===== config.mk =====
export PLATFORM = sky130hd
export DESIGN_NAME = random_key_argsort_flat
export DESIGN_NICKNAME = d
export VERILOG_FILES = /design/src/rtl/rka_pkg.sv /design/src/rtl/rka_stream_if.sv /design/src/rtl/rka_ctrl.sv /design/src/rtl/rka_dp.sv /design/src/rtl/random_key_argsort.sv /design/src/flat_wrapper.sv
export SDC_FILE = /design/constraint.sdc
export NUM_CORES = 2
export LEC_CHECK = 0
export BUFFER_PORTS_ARGS = -buffer_cell sky130_fd_sc_hd__buf_2
export CAP_MARGIN = 20
export CORE_ASPECT_RATIO = 1.1
export CORE_MARGIN = 4
export CORE_UTILIZATION = 60
export CTS_BUF_LIST = sky130_fd_sc_hd__clkbuf_4
export DETAILED_ROUTE_END_ITERATION = 16
export PLACE_DENSITY = 0.74
export SLEW_MARGIN = 20
export SYNTH_ARGS = -nofsm -noshare
export SYNTH_HDL_FRONTEND = slang
export SYNTH_SLANG_ARGS = --single-unit

===== constraint.sdc =====
create_clock -name clk -period 11.6 [get_ports clk]
set_input_delay 0.58 -clock clk [delete_from_list [all_inputs] [get_ports clk]]
set_output_delay 0.58 -clock clk [all_outputs]
set_load 0.02 [all_outputs]

===== src/rtl/rka_pkg.sv =====
// Shared types and constants for the random key argsort block.
package rka_pkg;

	localparam int KEY_W = 32;
	localparam int POS_W = 6;

	typedef logic signed [KEY_W-1:0] key_t;
	typedef logic [POS_W-1:0]        pos_t;

	typedef struct packed {
		logic load;
		logic init;
		logic issue;
		logic emit;
	} dp_cmd_t;

	typedef struct packed {
		logic issue_last;
		logic rank_last;
		logic out_free;
	} dp_status_t;

endpackage


===== src/rtl/rka_stream_if.sv =====
// Valid/ready channel interfaces for key beats and permutation beats.
interface rka_key_if;
	import rka_pkg::*;

	logic valid;
	logic ready;
	key_t key;
	logic last;

	modport source (output valid, output key, output last, input ready);
	modport sink (input valid, input key, input last, output ready);
endinterface

interface rka_perm_if;
	import rka_pkg::*;

	logic valid;
	logic ready;
	pos_t position;
	logic final_res;
	logic dropped;

	modport source (output valid, output position, output final_res, output dropped,
		input ready);
	modport sink (input valid, input position, input final_res, input dropped,
		output ready);
endinterface


===== src/rtl/rka_ctrl.sv =====
// Controller state machine: load, scan, drain one scan, emit one index.
module rka_ctrl (
	input  logic                clk,
	input  logic                arst_n,
	input  logic                key_valid,
	input  logic                key_last,
	output logic                key_ready,
	input  rka_pkg::dp_status_t st,
	output rka_pkg::dp_cmd_t    cmd
);
	import rka_pkg::*;

	typedef enum logic [1:0] {
		S_LOAD,
		S_SCAN,
		S_TAIL,
		S_EMIT
	} state_t;

	state_t state_q;
	state_t state_d;

	always_comb begin
		state_d   = state_q;
		cmd       = '0;
		key_ready = 1'b0;
		case (state_q)
			S_LOAD: begin
				key_ready = 1'b1;
				cmd.load  = key_valid;
				cmd.init  = key_valid && key_last;
				if (key_valid && key_last) begin
					state_d = S_SCAN;
				end
			end
			S_SCAN: begin
				cmd.issue = 1'b1;
				if (st.issue_last) begin
					state_d = S_TAIL;
				end
			end
			S_TAIL: begin
				state_d = S_EMIT;
			end
			S_EMIT: begin
				if (st.out_free) begin
					cmd.emit = 1'b1;
					state_d  = st.rank_last ? S_LOAD : S_SCAN;
				end
			end
			default: begin
				state_d = S_LOAD;
			end
		endcase
	end

	always_ff @(posedge clk or negedge arst_n) begin
		if (!arst_n) begin
			state_q <= S_LOAD;
		end else begin
			state_q <= state_d;
		end
	end

endmodule


===== src/rtl/rka_dp.sv =====
// Datapath: key memory, minimum-above-previous scan and result register.
module rka_dp #(
	parameter int MAX_KEYS = 64
) (
	input  logic                clk,
	input  logic                arst_n,
	input  rka_pkg::key_t       key,
	input  rka_pkg::dp_cmd_t    cmd,
	output rka_pkg::dp_status_t st,
	output logic                out_valid,
	input  logic                out_ready,
	output rka_pkg::pos_t       position,
	output logic                final_res,
	output logic                dropped
);
	import rka_pkg::*;

	localparam int IDX_W = $clog2(MAX_KEYS);
	localparam int CNT_W = $clog2(MAX_KEYS + 1);

	key_t             key_mem [MAX_KEYS];
	logic [CNT_W-1:0] count_q;
	logic             ovf_q;
	logic             room;

	logic [IDX_W-1:0] rd_addr_q;
	logic [IDX_W-1:0] rank_q;
	logic             rd_valid_s1;
	key_t             rd_key_s1;
	logic [IDX_W-1:0] rd_idx_s1;

	logic             best_valid_q;
	key_t             best_key_q;
	logic [IDX_W-1:0] best_idx_q;
	logic             prev_valid_q;
	key_t             prev_key_q;
	logic [IDX_W-1:0] prev_idx_q;

	logic             above_prev;
	logic             below_best;
	logic             take;

	logic             out_valid_q;
	pos_t             position_q;
	logic             final_q;
	logic             dropped_q;

	assign room = count_q < CNT_W'(MAX_KEYS);

	assign above_prev = !prev_valid_q || (rd_key_s1 > prev_key_q) ||
		((rd_key_s1 == prev_key_q) && (rd_idx_s1 > prev_idx_q));
	assign below_best = !best_valid_q || (rd_key_s1 < best_key_q) ||
		((rd_key_s1 == best_key_q) && (rd_idx_s1 < best_idx_q));
	assign take = rd_valid_s1 && above_prev && below_best;

	assign st.issue_last = CNT_W'(rd_addr_q) == (count_q - CNT_W'(1));
	assign st.rank_last  = CNT_W'(rank_q) == (count_q - CNT_W'(1));
	assign st.out_free   = !out_valid_q || out_ready;

	always_ff @(posedge clk) begin
		if (cmd.load && room) begin
			key_mem[count_q[IDX_W-1:0]] <= key;
		end
		rd_key_s1 <= key_mem[rd_addr_q];
		rd_idx_s1 <= rd_addr_q;
	end

	always_ff @(posedge clk or negedge arst_n) begin
		if (!arst_n) begin
			count_q      <= '0;
			ovf_q        <= 1'b0;
			rd_addr_q    <= '0;
			rank_q       <= '0;
			rd_valid_s1  <= 1'b0;
			best_valid_q <= 1'b0;
			prev_valid_q <= 1'b0;
		end else begin
			rd_valid_s1 <= cmd.issue;
			if (cmd.load) begin
				if (room) begin
					count_q <= count_q + CNT_W'(1);
				end else begin
					ovf_q <= 1'b1;
				end
			end
			if (cmd.init) begin
				rd_addr_q    <= '0;
				rank_q       <= '0;
				best_valid_q <= 1'b0;
				prev_valid_q <= 1'b0;
			end else if (cmd.emit) begin
				rd_addr_q    <= '0;
				rank_q       <= rank_q + IDX_W'(1);
				best_valid_q <= 1'b0;
				prev_valid_q <= 1'b1;
				if (st.rank_last) begin
					count_q <= '0;
					ovf_q   <= 1'b0;
				end
			end else begin
				if (cmd.issue) begin
					rd_addr_q <= rd_addr_q + IDX_W'(1);
				end
				if (take) begin
					best_valid_q <= 1'b1;
				end
			end
		end
	end

	always_ff @(posedge clk) begin
		if (take && !cmd.emit) begin
			best_key_q <= rd_key_s1;
			best_idx_q <= rd_idx_s1;
		end
		if (cmd.emit) begin
			prev_key_q <= best_key_q;
			prev_idx_q <= best_idx_q;
			position_q <= POS_W'(best_idx_q);
			final_q    <= st.rank_last;
			dropped_q  <= ovf_q;
		end
	end

	always_ff @(posedge clk or negedge arst_n) begin
		if (!arst_n) begin
			out_valid_q <= 1'b0;
		end else if (cmd.emit) begin
			out_valid_q <= 1'b1;
		end else if (out_ready) begin
			out_valid_q <= 1'b0;
		end
	end

	assign out_valid = out_valid_q;
	assign position  = position_q;
	assign final_res = final_q;
	assign dropped   = dropped_q;

endmodule


===== src/rtl/random_key_argsort.sv =====
// Top level of the random key argsort block.
//
// Usage: key beats arrive on the keys channel, one signed Q16.16 key per beat,
// and the beat with last high closes the set. Keys are stored in arrival
// order; at most MAX_KEYS are kept and later keys of the set are discarded,
// which sets dropped on every permutation beat of that set.
// After the closing beat, the perm channel delivers one beat per stored key:
// the original index of the keys in ascending key order, equal keys in
// ascending index order, with final_res high on the last beat.
// Each index comes from one full pass over the stored keys (one read per
// cycle) that picks the smallest key above the one emitted before it;
// keys is not ready while the set is being ranked.
// The result sits in an output register: a stalled receiver holds it, and
// the next index, once its pass is done, waits for that register. Once the
// last result is in that register, keys is ready again for the next set.
// Reset (arst_n low) empties the set and drops any pending result; the
// key memory needs no clearing.
module random_key_argsort #(
	parameter int MAX_KEYS = 64
) (
	input  logic        clk,
	input  logic        arst_n,
	rka_key_if.sink     keys,
	rka_perm_if.source  perm
);
	import rka_pkg::*;

	dp_cmd_t    cmd;
	dp_status_t st;

	rka_ctrl u_ctrl (
		.clk       (clk),
		.arst_n    (arst_n),
		.key_valid (keys.valid),
		.key_last  (keys.last),
		.key_ready (keys.ready),
		.st        (st),
		.cmd       (cmd)
	);

	rka_dp #(
		.MAX_KEYS (MAX_KEYS)
	) u_dp (
		.clk       (clk),
		.arst_n    (arst_n),
		.key       (keys.key),
		.cmd       (cmd),
		.st        (st),
		.out_valid (perm.valid),
		.out_ready (perm.ready),
		.position  (perm.position),
		.final_res (perm.final_res),
		.dropped   (perm.dropped)
	);

endmodule


===== src/flat_wrapper.sv =====
// flat-port wrapper written by rule: the top's interface ports become plain ports
module random_key_argsort_flat import rka_pkg::*;
#(
	parameter int MAX_KEYS = 64
)
  (clk, arst_n, keys_valid, keys_key, keys_last, keys_ready, perm_valid, perm_position, perm_final_res, perm_dropped, perm_ready);
  rka_key_if keys_i ();
  rka_perm_if perm_i ();
  input  logic clk;
  input  logic arst_n;
  input wire logic [$bits(keys_i.valid)-1:0] keys_valid;
  input wire logic [$bits(keys_i.key)-1:0] keys_key;
  input wire logic [$bits(keys_i.last)-1:0] keys_last;
  output wire logic [$bits(keys_i.ready)-1:0] keys_ready;
  output wire logic [$bits(perm_i.valid)-1:0] perm_valid;
  output wire logic [$bits(perm_i.position)-1:0] perm_position;
  output wire logic [$bits(perm_i.final_res)-1:0] perm_final_res;
  output wire logic [$bits(perm_i.dropped)-1:0] perm_dropped;
  input wire logic [$bits(perm_i.ready)-1:0] perm_ready;
  assign keys_i.valid = keys_valid;
  assign keys_i.key = keys_key;
  assign keys_i.last = keys_last;
  assign keys_ready = keys_i.ready;
  assign perm_valid = perm_i.valid;
  assign perm_position = perm_i.position;
  assign perm_final_res = perm_i.final_res;
  assign perm_dropped = perm_i.dropped;
  assign perm_i.ready = perm_ready;
  random_key_argsort #(.MAX_KEYS(MAX_KEYS)) u_core (.clk(clk), .arst_n(arst_n), .keys(keys_i), .perm(perm_i));
endmodule

==> results list <==
* Result of the run: finished clean
- First-pass GRT wire length: between 200000 and 300000 um
- At the pin with the least slew margin, the transition time is 1114 ps.
* Clock tree from TritonCTS: yes
- Setup violations remaining at the end of the flow were counted as 0.
- Post-synthesis instance area: 84200 um^2
- Max-cap violations: 0
* Die Height: ~400 um
* Final weighted congestion in routability-driven placement: between 0.7 and 0.8
- The clock network burns 41.4% of the power.
- Number of optimization iterations in the first detailed-route pass: 7
- Switching component of the power: ~3000 uW
- The largest total area in the synthesized netlist belongs to sky130_fd_sc_hd__edfxtp_1.
* Worst IR drop on VDD: approximately 120 uV
- Crit path capture type: register
* WL final: a little over 200000 um
- Largest net degree at the start of global routing: roughly 160
- The number of nets in the synthesized netlist is around 3600.
- In this run, synthesis inferred 2126 flip-flops with an integrated enable.
- Number of port buffers: 46
* Ys async rst share: ~1.2%
- Cells with a size suffix above 1 make up a little under two fifths of the layout.
- Ranking of synthesized cells by instance count: sky130_fd_sc_hd__edfxtp_1, sky130_fd_sc_hd__mux4_2, sky130_fd_sc_hd__nor2_1
* Highest clock frequency the design can meet: 220.1 MHz
* Setup repair bufs after CTS: 0
* Number of endpoints with negative hold slack in the final report: 0
* Avg Inst Size Synth: approximately 24 um^2
* Clock Pin Slew Worst Setup and Hold Paths: 60 ps
- Internal power of the cells: roughly 12000 uW
- Cell-by-cell trace of the critical path: buf_12 -> buf_12 -> mux4_2 -> mux4_2 -> mux4_2
* Share of the clock period used by the worst path: a little under 40%
- Peak per-stage delay on the critical path: 1040 ps
* Min Clock Period, post-route: ~4500 ps
- The clock reaches the later pin of the worst-skew pair after 1340 ps.
- Relative contribution of sequential cells to total power: between 50% and 60%
* H-Tree Depth: 6
- Violation count after the first detailed-route iteration: 5590
- At the worst endpoint, the arrival time is around 5700 ps.
* Path type of the worst setup path: register to register
* Quantity of hold-fixing buffers added after cts: 36
* Kind of cell adding the most delay to the critical path: multiplexers
- Full die area: around 150000 um^2
- On the final layout, the worst clock skew is roughly 90 ps.
- Post-Synthesis Cells: approximately 3500
* Synth-to-Final Area Change: 11.97%
* Switching part of the total power: ~20%
* Detailed-route via count: roughly 42000
- In the routed layout, each cell is associated on average with a via count of around 6.7.
- The most numerous cell type found on the critical path is sky130_fd_sc_hd__mux4_2.
- The slowest stage of the critical path belongs to the cell sky130_fd_sc_hd__dfrtp_4.
* Final hold slack: 165.4 ps
* Worst R2R Path Depth: 5
- For this run, design rule violations remaining after detail routing come to 0.
- Placeable core region: 138800 um^2
- OpenSTA, run right after detailed placement, puts the worst setup slack at about 7000 ps.
* Most frequent cell after synthesis: sky130_fd_sc_hd__edfxtp_1
- Portion of synthesized cell area occupied by the leading cell type: about three quarters
* Most used flip-flop cell after synthesis: sky130_fd_sc_hd__edfxtp_1
- Worst slew margin relative to its limit: about a quarter
- Number of distinct library cells after synthesis: 51
- The clock passes through at most 4 buffers.
* Static Leakage: 0.02967 uW
- Worst endpoint required time: between 10000 and 15000 ps
- The max-slew violation count came to 0.
- Relative contribution of combinational cells to total power: 0.8%
- The initial antenna violation count came to 14.
- Path category of the worst min-delay check: input port to register
- Once routing completed, OpenROAD measured the worst setup slack at slightly above 7000 ps.
* Cts bufs inserted: 538
- Die width: around 370 um
- Unrepaired setup endpoints after global routing: no
* Largest cells by area after synthesis: sky130_fd_sc_hd__edfxtp_1, sky130_fd_sc_hd__mux4_2, sky130_fd_sc_hd__ha_1, sky130_fd_sc_hd__dfxtp_1, sky130_fd_sc_hd__dfrtp_1
* Remaining global-route overflow: 0
- For this run, the register share of the synthesized area comes to 77.50%.
- Std cell rows: 143
- STA classifies the critical path startpoint as a register.
* Number of filler cells placed in the layout: 8402
- Power comes to roughly 15000 uW.
* Resized cells post-CTS: 0
- Synth Warn #: 0
- Adding up every negative setup slack in the final design gives 0 ps.
- WHS Path Cells: 4
- Global Route Usage Sum: 28.88%
- The wire-length estimate of the detail-placed layout is around 100000 um.
* I/O pin total: 47
- Root buf cell: sky130_fd_sc_hd__clkbuf_4
- Cells fill between 60% and 70% of the core in the end.
* Number of buffer and inverter stages on the critical path: 2
* Starting density of the core: about three fifths
- After detailed routing, the average wire length per cell comes to ~33 um.
- Total number of cells along the worst setup path: 5
- Counting every sink on the clock net gives 2190.
- The detail route stage leaves a number of antenna-violating nets equal to 0.
* Power density relative to cell area: approximately 160 nW/um^2
- Register bit count reported by yosys: ~2200
- For this run, the post-layout net count is 4177.
* Largest fanout on the critical path: ~110
- Via count of the first global-routing pass: 42729
-- layer usage --
layer	up-vias	track usage, %	routed length [um]
met5	-	0	34
met1	21800	37.98	70770
met3	485	6.619	22280
met2	2793	46.92	105200
met4	6	12.89	8619
li1	16453	-	-
-- power by group through the flow --
stage                     logic [uW]  registers (uW)  clock network [uW]
final                            127            8660                6200
after global routing             138            8660                6770
after global placement          95.2            8840                   0
after floorplan                0.138            8830                   0
after detailed placement         109            8840                   0
after CTS                        121            8660                6330
-- registers in the layout, indices dropped and copies added (netlist names), 2 cells and up --
name,flops
u_core.u_dp.key_mem,2048
u_core.u_dp.best_key_q,32
u_core.u_dp.prev_key_q,32
u_core.u_dp.rd_key_s1,32
u_core.u_dp.count_q,7
u_core.u_dp.best_idx_q,6
u_core.u_dp.position,6
u_core.u_dp.rank_q,6
u_core.u_dp.rd_addr_q,6
u_core.u_dp.rd_idx_s1,6
u_core.u_ctrl.state_q,2
-- placed cells by master, fill, tap and decap left out, types with 28 or more instances in the layout --
cell type / count
sky130_fd_sc_hd__a21oi_1: 28
sky130_fd_sc_hd__nor2_4: 63
sky130_fd_sc_hd__ha_1: 82
sky130_fd_sc_hd__clkbuf_4: 743
sky130_fd_sc_hd__nor2_1: 38
sky130_fd_sc_hd__buf_4: 94
sky130_fd_sc_hd__dlygate4sd3_1: 36
sky130_fd_sc_hd__edfxtp_1: 2126
sky130_fd_sc_hd__nand2_1: 37
sky130_fd_sc_hd__mux4_2: 672
sky130_fd_sc_hd__clkinv_1: 105
sky130_fd_sc_hd__dfxtp_1: 38
sky130_fd_sc_hd__inv_1: 85
sky130_fd_sc_hd__buf_2: 33
-- cell families (layout without fill, tap and decap cells) --
group | Yosys count | in the layout | synth area share, %
other | 0 | 10 | 0
multiplexers | 679 | 679 | 18.06
AO/OA/AOI/OAI | 72 | 72 | 0.5305
adder cells (fa/ha/maj) | 82 | 82 | 1.219
AND/OR/NAND/NOR | 207 | 207 | 1.132
flip-flops | 2190 | 2190 | 77.50
buffers and inverters | 250 | 1154 | 1.247
XOR/XNOR | 30 | 30 | 0.3121
-- per-stage QoR --
step                      area (um^2)  cells
after detailed placement        87180   5290
after CTS                       94140   6222
after global placement          87180   5290
after floorplan                 84200   3510
final                           94280   6236
after global routing            94270   6232
-- final cells by class --
| type | count | area (um^2) | area share [%] |
|---|---|---|---|
| flip-flops and latches | 2190 | 65270 | 69.23 |
| multi-input cells | 1070 | 18380 | 19.50 |
| clock buffers | 743 | 5578 | 5.916 |
| well taps | 1812 | 2267 | 2.405 |
| repair buffers | 173 | 1430 | 1.517 |
| clock inverters | 153 | 1006 | 1.067 |
| inverters | 85 | 319.1 | 0.3384 |
| diodes | 10 | 25.02 | 0.02654 |
-- worst register-to-register path, stage by stage (launching register included) --
cell	delay, ps
sky130_fd_sc_hd__dfrtp_4	1040
sky130_fd_sc_hd__buf_12	740
sky130_fd_sc_hd__buf_12	810
sky130_fd_sc_hd__mux4_2	740
sky130_fd_sc_hd__mux4_2	610
sky130_fd_sc_hd__mux4_2	480
-- worst paths after layout --
| check | from | to | slack (ps) |
|---|---|---|---|
| max in group asynchronous | arst_n | u_core.u_dp.rd_addr_q[1] | 10950 |
| worst min-delay path | perm_ready | u_core.u_dp.out_valid | 170 |
| worst max register to register | u_core.u_dp.rd_addr_q[0] | u_core.u_dp.rd_key_s1[11] | 7060 |
| worst max-delay path | u_core.u_dp.rd_addr_q[0] | u_core.u_dp.rd_key_s1[11] | 7060 |
| min in group asynchronous | arst_n | u_core.u_dp.best_valid_q | 400 |
| worst min register to register | u_core.u_dp.best_key_q[24] | u_core.u_dp.prev_key_q[24] | 440 |
Power figures use the tool's default switching activity.
